**src/hdl/assert_macros.svh**
```systemverilog
// Assertion macros used by the meter RTL.
`ifndef ASSERT_MACROS_SVH
`define ASSERT_MACROS_SVH

// The condition must hold at every clock edge outside reset.
`define BLM_ASSERT_ALWAYS(label, clk, rst, cond, msg) \
   label: assert property (@(posedge clk) disable iff (rst) (cond)) else $error(msg);

// The consequent must hold in the same cycle as the antecedent.
`define BLM_ASSERT_IMPLIES(label, clk, rst, ante, cons, msg) \
   label: assert property (@(posedge clk) disable iff (rst) (ante) |-> (cons)) \
      else $error(msg);

// The consequent must hold in the cycle after the antecedent.
`define BLM_ASSERT_NEXT(label, clk, rst, ante, cons, msg) \
   label: assert property (@(posedge clk) disable iff (rst) (ante) |=> (cons)) \
      else $error(msg);

`endif

```
**src/hdl/blm_pkg.sv**
```systemverilog
package blm_pkg;

   localparam int COUNT_W    = 32;
   localparam int VALUE_W    = 16;
   localparam int INTERVAL_W = 16;
   localparam int IDX_W      = 8;
   localparam int STORED_W   = 7;

   localparam int DEF_HISTORY_DEPTH   = 64;
   localparam int DEF_OCTET_BIT_TIMES = 13;

   localparam logic [INTERVAL_W-1:0] INTERVAL_RESET = 16'd1000;
   localparam logic [VALUE_W-1:0]    VALUE_MAX      = 16'hFFFF;

   localparam int RATE_SCALE      = 1000;
   localparam int LOAD_SCALE      = 625;
   localparam int LOAD_TIME_SCALE = 6;

   localparam int DIV_W = COUNT_W + $clog2(LOAD_TIME_SCALE + 1);

endpackage

```
**src/hdl/blm_req_if.sv**
```systemverilog
interface blm_req_if;
   import blm_pkg::*;

   logic                 valid;
   logic                 ready;
   logic                 mode;
   logic [COUNT_W-1:0]   now_ms;
   logic [COUNT_W-1:0]   frame_bits;
   logic [COUNT_W-1:0]   bus_bytes;
   logic [COUNT_W-1:0]   discarded_bytes;
   logic [IDX_W-1:0]     history_index;

   modport source (
      output valid, mode, now_ms, frame_bits, bus_bytes, discarded_bytes, history_index,
      input  ready
   );

   modport sink (
      input  valid, mode, now_ms, frame_bits, bus_bytes, discarded_bytes, history_index,
      output ready
   );

endinterface

```
**src/hdl/blm_rsp_if.sv**
```systemverilog
interface blm_rsp_if;
   import blm_pkg::*;

   logic                 valid;
   logic                 ready;
   logic                 updated;
   logic [VALUE_W-1:0]   load_permille;
   logic [VALUE_W-1:0]   peak_permille;
   logic [VALUE_W-1:0]   bytes_per_second;
   logic [VALUE_W-1:0]   peak_bytes_per_second;
   logic [VALUE_W-1:0]   average_permille;
   logic [STORED_W-1:0]  samples_stored;
   logic [VALUE_W-1:0]   history_value;

   modport source (
      output valid, updated, load_permille, peak_permille, bytes_per_second,
             peak_bytes_per_second, average_permille, samples_stored, history_value,
      input  ready
   );

   modport sink (
      input  valid, updated, load_permille, peak_permille, bytes_per_second,
             peak_bytes_per_second, average_permille, samples_stored, history_value,
      output ready
   );

endinterface

```
**src/hdl/blm_ram.sv**
```systemverilog
module blm_ram #(
   parameter int WIDTH = blm_pkg::VALUE_W,
   parameter int DEPTH = blm_pkg::DEF_HISTORY_DEPTH,
   localparam int ADDR_W = (DEPTH > 1) ? $clog2(DEPTH) : 1
) (
   input  logic              clock,
   input  logic              wr_en,
   input  logic [ADDR_W-1:0] wr_addr,
   input  logic [WIDTH-1:0]  wr_data,
   input  logic [ADDR_W-1:0] rd_addr,
   output logic [WIDTH-1:0]  rd_data
);

   logic [WIDTH-1:0] mem [DEPTH];
   logic [WIDTH-1:0] rd_data_ff;

   always_ff @(posedge clock) begin
      if (wr_en) begin
         mem[wr_addr] <= wr_data;
      end
      rd_data_ff <= mem[rd_addr];
   end

   assign rd_data = rd_data_ff;

endmodule

```
**src/hdl/bus_load_meter_unit.sv**
```systemverilog
// A measured sample is decoded, multiplied over the 13 bits of the larger scale constant,
// divided over the 46 numerator bits, pushed into the history, averaged over the 23 history
// sum bits and read back before the result loads. Clear, ignored and re-arm words go from
// decode straight to the history read. One word is in work at a time; back to back, the next
// word is taken the cycle after the result loads. Reset is synchronous: it clears all
// statistics, disarms and loads the interval with 1000; the fill count marks stored entries.
`include "assert_macros.svh"

module bus_load_meter_unit #(
   parameter int HISTORY_DEPTH   = blm_pkg::DEF_HISTORY_DEPTH,
   parameter int OCTET_BIT_TIMES = blm_pkg::DEF_OCTET_BIT_TIMES
) (
   input  logic                            clock,
   input  logic                            reset,
   input  logic                            csr_write_en,
   input  logic [blm_pkg::INTERVAL_W-1:0]  csr_write_data,
   blm_req_if.sink                         req_bus,
   blm_rsp_if.source                       rsp_bus
);
   import blm_pkg::*;

   localparam int FILL_W = $clog2(HISTORY_DEPTH + 1);
   localparam int POS_W  = (HISTORY_DEPTH > 1) ? $clog2(HISTORY_DEPTH) : 1;
   localparam int SUM_W  = VALUE_W + FILL_W;
   localparam int DISC_K = OCTET_BIT_TIMES * LOAD_SCALE;
   localparam int NUM_W  = COUNT_W + $clog2(LOAD_SCALE + DISC_K + 1);
   localparam int K_W    = ($clog2(DISC_K + 1) > $clog2(RATE_SCALE + 1)) ?
                           $clog2(DISC_K + 1) : $clog2(RATE_SCALE + 1);
   localparam int KIDX_W = $clog2(K_W);
   localparam int CNT_W  = $clog2(NUM_W);
   localparam int RD_W   = IDX_W + 1;
   localparam int EXT_W  = FILL_W + STORED_W;

   localparam logic [K_W-1:0] K_RATE = K_W'(RATE_SCALE);
   localparam logic [K_W-1:0] K_BITS = K_W'(LOAD_SCALE);
   localparam logic [K_W-1:0] K_DISC = K_W'(DISC_K);

   localparam logic [3:0] S_IDLE   = 4'd0;
   localparam logic [3:0] S_DECIDE = 4'd1;
   localparam logic [3:0] S_MUL    = 4'd2;
   localparam logic [3:0] S_DIV    = 4'd3;
   localparam logic [3:0] S_PUSH   = 4'd4;
   localparam logic [3:0] S_AVG    = 4'd5;
   localparam logic [3:0] S_READ   = 4'd6;
   localparam logic [3:0] S_RWAIT  = 4'd7;
   localparam logic [3:0] S_DONE   = 4'd8;

   // Control state.
   logic [3:0]            state_ff, state_in;
   logic [CNT_W-1:0]      cnt_ff, cnt_in;
   logic [INTERVAL_W-1:0] interval_ff, interval_in;
   logic                  armed_ff, armed_in;
   logic [VALUE_W-1:0]    load_now_ff, load_now_in;
   logic [VALUE_W-1:0]    load_peak_ff, load_peak_in;
   logic [VALUE_W-1:0]    rate_now_ff, rate_now_in;
   logic [VALUE_W-1:0]    rate_peak_ff, rate_peak_in;
   logic [VALUE_W-1:0]    avg_ff, avg_in;
   logic [POS_W-1:0]      wpos_ff, wpos_in;
   logic [FILL_W-1:0]     fill_ff, fill_in;
   logic [SUM_W-1:0]      sum_ff, sum_in;
   logic                  rsp_valid_ff, rsp_valid_in;

   // Payload and datapath registers.
   logic [COUNT_W-1:0]    last_time_ff, last_time_in;
   logic [COUNT_W-1:0]    last_fb_ff, last_fb_in;
   logic [COUNT_W-1:0]    last_bb_ff, last_bb_in;
   logic [COUNT_W-1:0]    last_db_ff, last_db_in;
   logic                  mode_ff, mode_in;
   logic [COUNT_W-1:0]    now_ff, now_in;
   logic [COUNT_W-1:0]    fb_ff, fb_in;
   logic [COUNT_W-1:0]    bb_ff, bb_in;
   logic [COUNT_W-1:0]    db_ff, db_in;
   logic [IDX_W-1:0]      idx_ff, idx_in;
   logic [COUNT_W-1:0]    dbytes_ff, dbytes_in;
   logic [COUNT_W-1:0]    dbits_ff, dbits_in;
   logic [COUNT_W-1:0]    ddisc_ff, ddisc_in;
   logic [NUM_W-1:0]      acc_ff [2];
   logic [NUM_W-1:0]      acc_in [2];
   logic [DIV_W-1:0]      rem_ff [2];
   logic [DIV_W-1:0]      rem_in [2];
   logic [DIV_W-1:0]      dvs_ff [2];
   logic [DIV_W-1:0]      dvs_in [2];
   logic [VALUE_W-1:0]    quo_ff [2];
   logic [VALUE_W-1:0]    quo_in [2];
   logic                  sat_ff [2];
   logic                  sat_in [2];
   logic [POS_W-1:0]      raddr_ff, raddr_in;
   logic                  hit_ff, hit_in;
   logic                  upd_ff, upd_in;

   logic                  rsp_updated_ff, rsp_updated_in;
   logic [VALUE_W-1:0]    rsp_load_ff, rsp_load_in;
   logic [VALUE_W-1:0]    rsp_load_peak_ff, rsp_load_peak_in;
   logic [VALUE_W-1:0]    rsp_rate_ff, rsp_rate_in;
   logic [VALUE_W-1:0]    rsp_rate_peak_ff, rsp_rate_peak_in;
   logic [VALUE_W-1:0]    rsp_avg_ff, rsp_avg_in;
   logic [STORED_W-1:0]   rsp_stored_ff, rsp_stored_in;
   logic [VALUE_W-1:0]    rsp_hist_ff, rsp_hist_in;

   // Combinational helpers.
   logic                  accept;
   logic [COUNT_W-1:0]    elapsed;
   logic                  backward;
   logic                  too_soon;
   logic                  full;
   logic [KIDX_W-1:0]     kbit;
   logic [NUM_W-1:0]      mul_rate;
   logic [NUM_W-1:0]      mul_load;
   logic [DIV_W:0]        trial [2];
   logic [DIV_W:0]        diff [2];
   logic                  ge [2];
   logic [DIV_W-1:0]      rem_step [2];
   logic [VALUE_W-1:0]    quo_step [2];
   logic [VALUE_W-1:0]    rate_val;
   logic [VALUE_W-1:0]    load_val;
   logic [SUM_W-1:0]      new_sum;
   logic [FILL_W-1:0]     new_fill;
   logic [POS_W-1:0]      wpos_next;
   logic [POS_W-1:0]      rd_start;
   logic [RD_W-1:0]       rd_sum;
   logic [RD_W-1:0]       rd_wrap;
   logic [EXT_W-1:0]      fill_ext;
   logic                  ram_we;
   logic [VALUE_W-1:0]    ram_rdata;

   blm_ram #(
      .WIDTH (VALUE_W),
      .DEPTH (HISTORY_DEPTH)
   ) u_history (
      .clock   (clock),
      .wr_en   (ram_we),
      .wr_addr (wpos_ff),
      .wr_data (load_val),
      .rd_addr (raddr_ff),
      .rd_data (ram_rdata)
   );

   assign accept  = req_bus.valid && req_bus.ready;
   assign elapsed = now_ff - last_time_ff;
   assign backward = (fb_ff < last_fb_ff) || (bb_ff < last_bb_ff) || (db_ff < last_db_ff);
   assign too_soon = armed_ff && (elapsed < COUNT_W'(interval_ff));
   assign full     = (fill_ff == FILL_W'(HISTORY_DEPTH));
   assign kbit     = cnt_ff[KIDX_W-1:0];

   // One constant bit per cycle, most significant first.
   assign mul_rate = {acc_ff[0][NUM_W-2:0], 1'b0}
                   + (K_RATE[kbit] ? NUM_W'(dbytes_ff) : NUM_W'(0));
   assign mul_load = {acc_ff[1][NUM_W-2:0], 1'b0}
                   + (K_BITS[kbit] ? NUM_W'(dbits_ff) : NUM_W'(0))
                   + (K_DISC[kbit] ? NUM_W'(ddisc_ff) : NUM_W'(0));

   // Restoring division, one quotient bit per cycle in each lane.
   always_comb begin
      for (int l = 0; l < 2; l++) begin
         trial[l]    = {rem_ff[l], acc_ff[l][NUM_W-1]};
         diff[l]     = trial[l] - {1'b0, dvs_ff[l]};
         ge[l]       = (trial[l] >= {1'b0, dvs_ff[l]});
         rem_step[l] = ge[l] ? diff[l][DIV_W-1:0] : trial[l][DIV_W-1:0];
         quo_step[l] = {quo_ff[l][VALUE_W-2:0], ge[l]};
      end
   end

   assign rate_val  = sat_ff[0] ? VALUE_MAX : quo_ff[0];
   assign load_val  = sat_ff[1] ? VALUE_MAX : quo_ff[1];
   assign new_sum   = sum_ff - (full ? SUM_W'(ram_rdata) : SUM_W'(0)) + SUM_W'(load_val);
   assign new_fill  = full ? fill_ff : fill_ff + FILL_W'(1);
   assign wpos_next = (wpos_ff == POS_W'(HISTORY_DEPTH - 1)) ? POS_W'(0) : wpos_ff + POS_W'(1);
   assign rd_start  = full ? wpos_ff : POS_W'(0);
   assign rd_sum    = RD_W'(idx_ff) + RD_W'(rd_start);
   assign rd_wrap   = (rd_sum >= RD_W'(HISTORY_DEPTH)) ? rd_sum - RD_W'(HISTORY_DEPTH) : rd_sum;
   assign fill_ext  = EXT_W'(fill_ff);

   always_comb begin
      state_in     = state_ff;
      cnt_in       = cnt_ff;
      interval_in  = csr_write_en ? csr_write_data : interval_ff;
      armed_in     = armed_ff;
      load_now_in  = load_now_ff;
      load_peak_in = load_peak_ff;
      rate_now_in  = rate_now_ff;
      rate_peak_in = rate_peak_ff;
      avg_in       = avg_ff;
      wpos_in      = wpos_ff;
      fill_in      = fill_ff;
      sum_in       = sum_ff;
      rsp_valid_in = rsp_valid_ff && !rsp_bus.ready;
      last_time_in = last_time_ff;
      last_fb_in   = last_fb_ff;
      last_bb_in   = last_bb_ff;
      last_db_in   = last_db_ff;
      mode_in      = mode_ff;
      now_in       = now_ff;
      fb_in        = fb_ff;
      bb_in        = bb_ff;
      db_in        = db_ff;
      idx_in       = idx_ff;
      dbytes_in    = dbytes_ff;
      dbits_in     = dbits_ff;
      ddisc_in     = ddisc_ff;
      for (int l = 0; l < 2; l++) begin
         acc_in[l] = acc_ff[l];
         rem_in[l] = rem_ff[l];
         dvs_in[l] = dvs_ff[l];
         quo_in[l] = quo_ff[l];
         sat_in[l] = sat_ff[l];
      end
      raddr_in         = raddr_ff;
      hit_in           = hit_ff;
      upd_in           = upd_ff;
      ram_we           = 1'b0;
      rsp_updated_in   = rsp_updated_ff;
      rsp_load_in      = rsp_load_ff;
      rsp_load_peak_in = rsp_load_peak_ff;
      rsp_rate_in      = rsp_rate_ff;
      rsp_rate_peak_in = rsp_rate_peak_ff;
      rsp_avg_in       = rsp_avg_ff;
      rsp_stored_in    = rsp_stored_ff;
      rsp_hist_in      = rsp_hist_ff;

      case (state_ff)
         S_IDLE: begin
            if (accept) begin
               mode_in  = req_bus.mode;
               now_in   = req_bus.now_ms;
               fb_in    = req_bus.frame_bits;
               bb_in    = req_bus.bus_bytes;
               db_in    = req_bus.discarded_bytes;
               idx_in   = req_bus.history_index;
               state_in = S_DECIDE;
            end
         end
         S_DECIDE: begin
            upd_in   = 1'b0;
            state_in = S_READ;
            if (mode_ff) begin
               fill_in      = '0;
               wpos_in      = '0;
               sum_in       = '0;
               load_now_in  = '0;
               load_peak_in = '0;
               rate_now_in  = '0;
               rate_peak_in = '0;
               avg_in       = '0;
               armed_in     = 1'b0;
            end else if (!too_soon) begin
               armed_in     = 1'b1;
               last_time_in = now_ff;
               last_fb_in   = fb_ff;
               last_bb_in   = bb_ff;
               last_db_in   = db_ff;
               if (armed_ff && !backward && (elapsed != '0)) begin
                  dbytes_in = bb_ff - last_bb_ff;
                  dbits_in  = fb_ff - last_fb_ff;
                  ddisc_in  = db_ff - last_db_ff;
                  dvs_in[0] = DIV_W'(elapsed);
                  dvs_in[1] = DIV_W'(elapsed) * DIV_W'(LOAD_TIME_SCALE);
                  for (int l = 0; l < 2; l++) begin
                     acc_in[l] = '0;
                     rem_in[l] = '0;
                     quo_in[l] = '0;
                     sat_in[l] = 1'b0;
                  end
                  raddr_in = wpos_ff;
                  cnt_in   = CNT_W'(K_W - 1);
                  state_in = S_MUL;
               end
            end
         end
         S_MUL: begin
            acc_in[0] = mul_rate;
            acc_in[1] = mul_load;
            if (cnt_ff == '0) begin
               cnt_in   = CNT_W'(NUM_W - 1);
               state_in = S_DIV;
            end else begin
               cnt_in = cnt_ff - CNT_W'(1);
            end
         end
         S_DIV, S_AVG: begin
            for (int l = 0; l < 2; l++) begin
               acc_in[l] = {acc_ff[l][NUM_W-2:0], 1'b0};
               rem_in[l] = rem_step[l];
               quo_in[l] = quo_step[l];
               sat_in[l] = sat_ff[l] || quo_ff[l][VALUE_W-1];
            end
            if (cnt_ff == '0) begin
               if (state_ff == S_DIV) begin
                  state_in = S_PUSH;
               end else begin
                  avg_in   = quo_step[0];
                  state_in = S_READ;
               end
            end else begin
               cnt_in = cnt_ff - CNT_W'(1);
            end
         end
         S_PUSH: begin
            rate_now_in  = rate_val;
            rate_peak_in = (rate_val > rate_peak_ff) ? rate_val : rate_peak_ff;
            load_now_in  = load_val;
            load_peak_in = (load_val > load_peak_ff) ? load_val : load_peak_ff;
            ram_we       = 1'b1;
            sum_in       = new_sum;
            fill_in      = new_fill;
            wpos_in      = wpos_next;
            upd_in       = 1'b1;
            // The running average reuses the rate lane of the divider.
            acc_in[0]    = {new_sum, {(NUM_W - SUM_W){1'b0}}};
            dvs_in[0]    = DIV_W'(new_fill);
            rem_in[0]    = '0;
            quo_in[0]    = '0;
            sat_in[0]    = 1'b0;
            cnt_in       = CNT_W'(SUM_W - 1);
            state_in     = S_AVG;
         end
         S_READ: begin
            hit_in   = RD_W'(idx_ff) < RD_W'(fill_ff);
            raddr_in = rd_wrap[POS_W-1:0];
            state_in = S_RWAIT;
         end
         S_RWAIT: begin
            state_in = S_DONE;
         end
         S_DONE: begin
            if (!rsp_valid_ff || rsp_bus.ready) begin
               rsp_valid_in     = 1'b1;
               rsp_updated_in   = upd_ff;
               rsp_load_in      = load_now_ff;
               rsp_load_peak_in = load_peak_ff;
               rsp_rate_in      = rate_now_ff;
               rsp_rate_peak_in = rate_peak_ff;
               rsp_avg_in       = avg_ff;
               rsp_stored_in    = fill_ext[STORED_W-1:0];
               rsp_hist_in      = hit_ff ? ram_rdata : VALUE_W'(0);
               state_in         = S_IDLE;
            end
         end
         default: begin
            state_in = S_IDLE;
         end
      endcase
   end

   always_ff @(posedge clock) begin
      if (reset) begin
         state_ff     <= S_IDLE;
         cnt_ff       <= '0;
         interval_ff  <= INTERVAL_RESET;
         armed_ff     <= 1'b0;
         load_now_ff  <= '0;
         load_peak_ff <= '0;
         rate_now_ff  <= '0;
         rate_peak_ff <= '0;
         avg_ff       <= '0;
         wpos_ff      <= '0;
         fill_ff      <= '0;
         sum_ff       <= '0;
         rsp_valid_ff <= 1'b0;
      end else begin
         state_ff     <= state_in;
         cnt_ff       <= cnt_in;
         interval_ff  <= interval_in;
         armed_ff     <= armed_in;
         load_now_ff  <= load_now_in;
         load_peak_ff <= load_peak_in;
         rate_now_ff  <= rate_now_in;
         rate_peak_ff <= rate_peak_in;
         avg_ff       <= avg_in;
         wpos_ff      <= wpos_in;
         fill_ff      <= fill_in;
         sum_ff       <= sum_in;
         rsp_valid_ff <= rsp_valid_in;
      end
   end

   always_ff @(posedge clock) begin
      last_time_ff <= last_time_in;
      last_fb_ff   <= last_fb_in;
      last_bb_ff   <= last_bb_in;
      last_db_ff   <= last_db_in;
      mode_ff      <= mode_in;
      now_ff       <= now_in;
      fb_ff        <= fb_in;
      bb_ff        <= bb_in;
      db_ff        <= db_in;
      idx_ff       <= idx_in;
      dbytes_ff    <= dbytes_in;
      dbits_ff     <= dbits_in;
      ddisc_ff     <= ddisc_in;
      for (int l = 0; l < 2; l++) begin
         acc_ff[l] <= acc_in[l];
         rem_ff[l] <= rem_in[l];
         dvs_ff[l] <= dvs_in[l];
         quo_ff[l] <= quo_in[l];
         sat_ff[l] <= sat_in[l];
      end
      raddr_ff         <= raddr_in;
      hit_ff           <= hit_in;
      upd_ff           <= upd_in;
      rsp_updated_ff   <= rsp_updated_in;
      rsp_load_ff      <= rsp_load_in;
      rsp_load_peak_ff <= rsp_load_peak_in;
      rsp_rate_ff      <= rsp_rate_in;
      rsp_rate_peak_ff <= rsp_rate_peak_in;
      rsp_avg_ff       <= rsp_avg_in;
      rsp_stored_ff    <= rsp_stored_in;
      rsp_hist_ff      <= rsp_hist_in;
   end

   assign req_bus.ready                 = (state_ff == S_IDLE);
   assign rsp_bus.valid                 = rsp_valid_ff;
   assign rsp_bus.updated               = rsp_updated_ff;
   assign rsp_bus.load_permille         = rsp_load_ff;
   assign rsp_bus.peak_permille         = rsp_load_peak_ff;
   assign rsp_bus.bytes_per_second      = rsp_rate_ff;
   assign rsp_bus.peak_bytes_per_second = rsp_rate_peak_ff;
   assign rsp_bus.average_permille      = rsp_avg_ff;
   assign rsp_bus.samples_stored        = rsp_stored_ff;
   assign rsp_bus.history_value         = rsp_hist_ff;

   `BLM_ASSERT_ALWAYS(a_fill_bound, clock, reset, fill_ff <= FILL_W'(HISTORY_DEPTH),
      "fill count above history depth")
   `BLM_ASSERT_IMPLIES(a_empty_sum, clock, reset, fill_ff == '0, sum_ff == '0,
      "history sum nonzero while empty")
   `BLM_ASSERT_ALWAYS(a_peaks, clock, reset,
      (load_peak_ff >= load_now_ff) && (rate_peak_ff >= rate_now_ff), "peak below current value")
   `BLM_ASSERT_ALWAYS(a_avg_peak, clock, reset, avg_ff <= load_peak_ff,
      "average above load peak")
   `BLM_ASSERT_NEXT(a_accept_decide, clock, reset, req_bus.valid && req_bus.ready,
      state_ff == S_DECIDE, "accepted word not decoded")

endmodule

```
**src/flat_wrapper.sv**
```systemverilog
// flat-port wrapper written by rule: the top's interface ports become plain ports
module bus_load_meter_unit_flat import blm_pkg::*;
#(
   parameter int HISTORY_DEPTH   = blm_pkg::DEF_HISTORY_DEPTH,
   parameter int OCTET_BIT_TIMES = blm_pkg::DEF_OCTET_BIT_TIMES
)
  (clock, reset, csr_write_en, csr_write_data, req_bus_valid, req_bus_mode, req_bus_now_ms, req_bus_frame_bits, req_bus_bus_bytes, req_bus_discarded_bytes, req_bus_history_index, req_bus_ready, rsp_bus_valid, rsp_bus_updated, rsp_bus_load_permille, rsp_bus_peak_permille, rsp_bus_bytes_per_second, rsp_bus_peak_bytes_per_second, rsp_bus_average_permille, rsp_bus_samples_stored, rsp_bus_history_value, rsp_bus_ready);
  blm_req_if req_bus_i ();
  blm_rsp_if rsp_bus_i ();
  input  logic clock;
  input  logic reset;
  input  logic csr_write_en;
  input  logic [blm_pkg::INTERVAL_W-1:0] csr_write_data;
  input wire logic [$bits(req_bus_i.valid)-1:0] req_bus_valid;
  input wire logic [$bits(req_bus_i.mode)-1:0] req_bus_mode;
  input wire logic [$bits(req_bus_i.now_ms)-1:0] req_bus_now_ms;
  input wire logic [$bits(req_bus_i.frame_bits)-1:0] req_bus_frame_bits;
  input wire logic [$bits(req_bus_i.bus_bytes)-1:0] req_bus_bus_bytes;
  input wire logic [$bits(req_bus_i.discarded_bytes)-1:0] req_bus_discarded_bytes;
  input wire logic [$bits(req_bus_i.history_index)-1:0] req_bus_history_index;
  output wire logic [$bits(req_bus_i.ready)-1:0] req_bus_ready;
  output wire logic [$bits(rsp_bus_i.valid)-1:0] rsp_bus_valid;
  output wire logic [$bits(rsp_bus_i.updated)-1:0] rsp_bus_updated;
  output wire logic [$bits(rsp_bus_i.load_permille)-1:0] rsp_bus_load_permille;
  output wire logic [$bits(rsp_bus_i.peak_permille)-1:0] rsp_bus_peak_permille;
  output wire logic [$bits(rsp_bus_i.bytes_per_second)-1:0] rsp_bus_bytes_per_second;
  output wire logic [$bits(rsp_bus_i.peak_bytes_per_second)-1:0] rsp_bus_peak_bytes_per_second;
  output wire logic [$bits(rsp_bus_i.average_permille)-1:0] rsp_bus_average_permille;
  output wire logic [$bits(rsp_bus_i.samples_stored)-1:0] rsp_bus_samples_stored;
  output wire logic [$bits(rsp_bus_i.history_value)-1:0] rsp_bus_history_value;
  input wire logic [$bits(rsp_bus_i.ready)-1:0] rsp_bus_ready;
  assign req_bus_i.valid = req_bus_valid;
  assign req_bus_i.mode = req_bus_mode;
  assign req_bus_i.now_ms = req_bus_now_ms;
  assign req_bus_i.frame_bits = req_bus_frame_bits;
  assign req_bus_i.bus_bytes = req_bus_bus_bytes;
  assign req_bus_i.discarded_bytes = req_bus_discarded_bytes;
  assign req_bus_i.history_index = req_bus_history_index;
  assign req_bus_ready = req_bus_i.ready;
  assign rsp_bus_valid = rsp_bus_i.valid;
  assign rsp_bus_updated = rsp_bus_i.updated;
  assign rsp_bus_load_permille = rsp_bus_i.load_permille;
  assign rsp_bus_peak_permille = rsp_bus_i.peak_permille;
  assign rsp_bus_bytes_per_second = rsp_bus_i.bytes_per_second;
  assign rsp_bus_peak_bytes_per_second = rsp_bus_i.peak_bytes_per_second;
  assign rsp_bus_average_permille = rsp_bus_i.average_permille;
  assign rsp_bus_samples_stored = rsp_bus_i.samples_stored;
  assign rsp_bus_history_value = rsp_bus_i.history_value;
  assign rsp_bus_i.ready = rsp_bus_ready;
  bus_load_meter_unit #(.HISTORY_DEPTH(HISTORY_DEPTH), .OCTET_BIT_TIMES(OCTET_BIT_TIMES)) u_core (.clock(clock), .reset(reset), .csr_write_en(csr_write_en), .csr_write_data(csr_write_data), .req_bus(req_bus_i), .rsp_bus(rsp_bus_i));
endmodule
```
**config.mk**
```make
export PLATFORM = sky130hd
export DESIGN_NAME = bus_load_meter_unit_flat
export DESIGN_NICKNAME = d
export VERILOG_FILES = /design/src/hdl/blm_pkg.sv /design/src/hdl/blm_req_if.sv /design/src/hdl/blm_rsp_if.sv /design/src/hdl/blm_ram.sv /design/src/hdl/bus_load_meter_unit.sv /design/src/flat_wrapper.sv
export VERILOG_INCLUDE_DIRS = /design/src /design/src/hdl
export SDC_FILE = /design/constraint.sdc
export NUM_CORES = 2
export LEC_CHECK = 0
export ABC_AREA = 1
export BUFFER_PORTS_ARGS = -buffer_cell sky130_fd_sc_hd__buf_2
export CORE_UTILIZATION = 34
export DETAILED_ROUTE_END_ITERATION = 8
export SYNTH_ARGS = -nofsm -noshare
export SYNTH_HDL_FRONTEND = slang
export SYNTH_SLANG_ARGS = --single-unit
export TNS_END_PERCENT = 5
```
**constraint.sdc**
```tcl
create_clock -name clock -period 12 [get_ports clock]
set_input_delay 2.4 -clock clock [delete_from_list [all_inputs] [get_ports clock]]
set_output_delay 2.4 -clock clock [all_outputs]
set_load 0.01 [all_outputs]
```
==> impl_metrics.yaml <==
sta:
  setup_viol: 0
  finalHoldViolCount: 0
  final.setup.tns_ns: 0
  setup_slack_ns: 5.93
  slew_violations: 0
  max_freq_mhz: 165
  fin_crit_sh_pct: 50.6
  finClkSkew_ns: 0.0883
  min_period_ns: 6.07
  worst_pin_slew_ns: 1.28
  slew_headroom_pct: 14.4
  grt_setup_unrepaired: "no"
worst_setup_path:
  worstSetupStartpointType: "flip-flop"
  reg2reg_from: "u_core.now_ff[0]$_DFFE_PP_"
  crit_start: "u_core.now_ff[0]$_DFFE_PP_"
  critPathKind: "reg -> reg"
  end_kind: "flip-flop"
  critical_path_required_ns: 12.45
  cp.arrival_ns: 6.52
  worst-path-max-fanout: 39
route:
  drc: 0
  dr.pass1.iters: 8
  post_drt_wl_per_cell_um: 20.7
  totalWireLength_mm: 268
  vias_per_cell: 5.19
  via_count: 67400
  ant_nets: 0
  first_iter_violations: 5845
cts:
  cts.sink_count: 1922
  cts-resized-gates: 0
  cts_tree: "yes"
  clock_latency_ns: 0.91
  numCtsBuffers: 207
  cts_max_level: 4
  hold_buffers: 0
  cts_max_path_buffers: 4
  cts_setup_buffers: 0
  clkTransAtPathRegs_ns: 0.06
  cts-root-buf: "clkbuf_16"
flow_run:
  cap_violations: 0
placement:
  port_buffers: 263
  dp_cells: 12600
  gp_congestion: 0.915
  hpwl_mm: 181
  dp_slack_ns: 5.91
global_routing:
  antenna_found_initial: 26
  grt_max_degree: 185
  grt_usage_pct: 18.8
  grt_pass1_vias: 65500
  grt_pass1_wl_mm: 403
  gr-total-overflow: 0
floorplanning:
  die_area_um2: 277000
  io_pins: 264
  die_y_um: 526
  coreArea_um2: 273000
  start_util_pct: 34.1
  fp.dieW_um: 526
  rows: 192
synth:
  yosys.area.top_type_share_pct: 56.6
  synth_area_um2: 93400
  synth_mux_area_share_pct: 0
  synth-seq-cells: 1922
  synthXorXnorAreaFrac_pct: 2.26
  synthSimpleGateAreaFrac_pct: 12.1
  async_flop_share_pct: 0
  synth_flop_cell: "edfxtp_1"
  synthTopCellsByCount: "edfxtp_1, nor2_1, nand2_1"
  yosysSeqAreaShare_pct: 60.1
  synth-edff-count: 1759
  yosys.area.top_type: "edfxtp_1"
  yosys.cell_types.count: 71
  synth.area.top_cells: "edfxtp_1, ha_1, o21ai_0"
  synthCells: 8986
  yosysWarnings: 0
  synth-adder-area-share_pct: 6.49
  synth_compound_area_share_pct: 13.4
  syn_nets: 9594
  synth_top_family_by_area: "compound AO/OA/AOI/OAI gates"
  synth_most_common_cell: "edfxtp_1"
  avgSynthCellArea_um2: 10.4
power:
  power_frac_seq_pct: 35.6
  switching_power_mw: 10.8
  peakVddDrop_mv: 0.201
  swShare_pct: 40.5
  pwr-share-comb_pct: 40.7
  leakage_nw: 39.7
  power_mw: 26.6
  intPower_mw: 15.8
  power.density_nw_per_um2: 252
  clkPwrFrac_pct: 23.8
status:
  status: "completed"
worst_hold_path:
  hold_start: "u_core.upd_ff$_DFFE_PP_"
  hp-class: "reg -> reg"
cells_and_area:
  layout.nets: 9827
  area_growth_pct: 12.9
  final_util_pct: 38.6
  multiInputGateArea_um2: 32300
  drive_above_1_share_pct: 9.37
  fin_cells: 13000
  fillers: 26500
  regArea_um2: 56100
## routing by layer
| layer | wire length [um] | GRT usage, % |
|---|---|---|
| met1 | 118000 | 25.8 |
| met2 | 124000 | 30.8 |
| met3 | 16700 | 2.11 |
| met4 | 9420 | 6.66 |
| met5 | 40 | 0 |
## power groups by stage
stage / Combinational [mW] / Clock (mW) / Sequential, mW
final: 10.8 / 6.31 / 9.44
after CTS: 10.8 / 6.43 / 9.45
after detailed placement: 10.7 / 0 / 9.57
after floorplan: 7.52 / 0 / 9.42
after global placement: 10.6 / 0 / 9.56
after global routing: 12.1 / 6.67 / 9.51
## stage by stage
step,instance area [um2],hold slack [ns]
4_1_cts,105000,0.426
3_3_place_gp,98800,0.407
3_5_place_dp,98800,0.411
2_1_floorplan,93400,0.400
5_1_grt,105000,0.433
6_report,105000,0.425
## flip-flops by register name (all words and copies together) (netlist names), 23 cells and up, named ones only
| register | count |
|---|---|
| u_core.acc_ff | 92 |
| u_core.bb_ff | 32 |
| u_core.db_ff | 32 |
| u_core.dbits_ff | 32 |
| u_core.dbytes_ff | 32 |
| u_core.ddisc_ff | 32 |
| u_core.dvs_ff | 66 |
| u_core.fb_ff | 32 |
| u_core.last_bb_ff | 32 |
| u_core.last_db_ff | 32 |
| u_core.last_fb_ff | 32 |
| u_core.last_time_ff | 32 |
| u_core.now_ff | 32 |
| u_core.quo_ff | 32 |
| u_core.rem_ff | 70 |
| u_core.sum_ff | 23 |
| u_core.u_history.mem | 1024 |
## cell usage in the layout (no fill, tap or decap), types with 210 or more instances in the layout
cell | netlist | final
a21oi_1 | 606 | 602
buf_2 | 46 | 262
ha_1 | 393 | 393
o21ai_0 | 946 | 946
clkbuf_16 | 0 | 210
inv_1 | 1000 | 994
nor2_1 | 1192 | 1134
edfxtp_1 | 1759 | 1759
nand2_1 | 1170 | 1154
o22ai_1 | 286 | 286
## final timing paths
| kind | to | slack (ns) | cells after the start |
|---|---|---|---|
| setup / recovery | u_core.acc_ff[0][11]$_SDFFCE_PN0P_ | 5.93 | 23 |
| hold reg to reg | u_core.rsp_bus.updated$_DFFE_PP_ | 0.42 | 0 |
| setup reg to reg | u_core.acc_ff[0][11]$_SDFFCE_PN0P_ | 5.93 | 23 |
| hold / removal | u_core.rsp_bus.updated$_DFFE_PP_ | 0.42 | 0 |
## logic make-up (layout without fill, tap and decap cells)
kind of cell | after synthesis | after routing
other | 0 | 4
flip-flops | 1922 | 1922
AO/OA/AOI/OAI | 2236 | 2236
adder cells (fa/ha/maj) | 450 | 450
AND/OR/NAND/NOR | 2783 | 2783
XOR/XNOR | 241 | 241
buffers and inverters | 1354 | 1751
## area by class of cell
cell class	instances	share of cell area, %
inverter	1024	3.66
tap	3589	4.26
clock buffer	257	5.19
antenna	4	0.00949
multi-input combinational	5710	30.6
timing repair buffer	354	1.98
sequential	1922	53.2
clock inverter	116	1.08
## critical path: stages, from the launching register on
cell	delay [ns]
edfxtp_1	0.38
inv_1	0.07
ha_1	0.14
inv_1	0.06
fa_1	0.40
nand3_1	0.09
nand3_1	0.13
a21oi_2	0.21
o21ai_2	0.11
a21boi_0	0.50
o21ai_1	0.19
nand2_1	0.14
nand2_1	0.07
xor2_1	0.31
inv_1	0.13
ha_1	0.20
nand4_1	0.11
nor2_1	0.10
a21oi_1	0.31
nand4_4	0.18
nand2_4	0.16
nand3_1	0.53
a21oi_4	0.53
buf_4	0.53
Note: power is estimated with default switching activity, not from simulation.
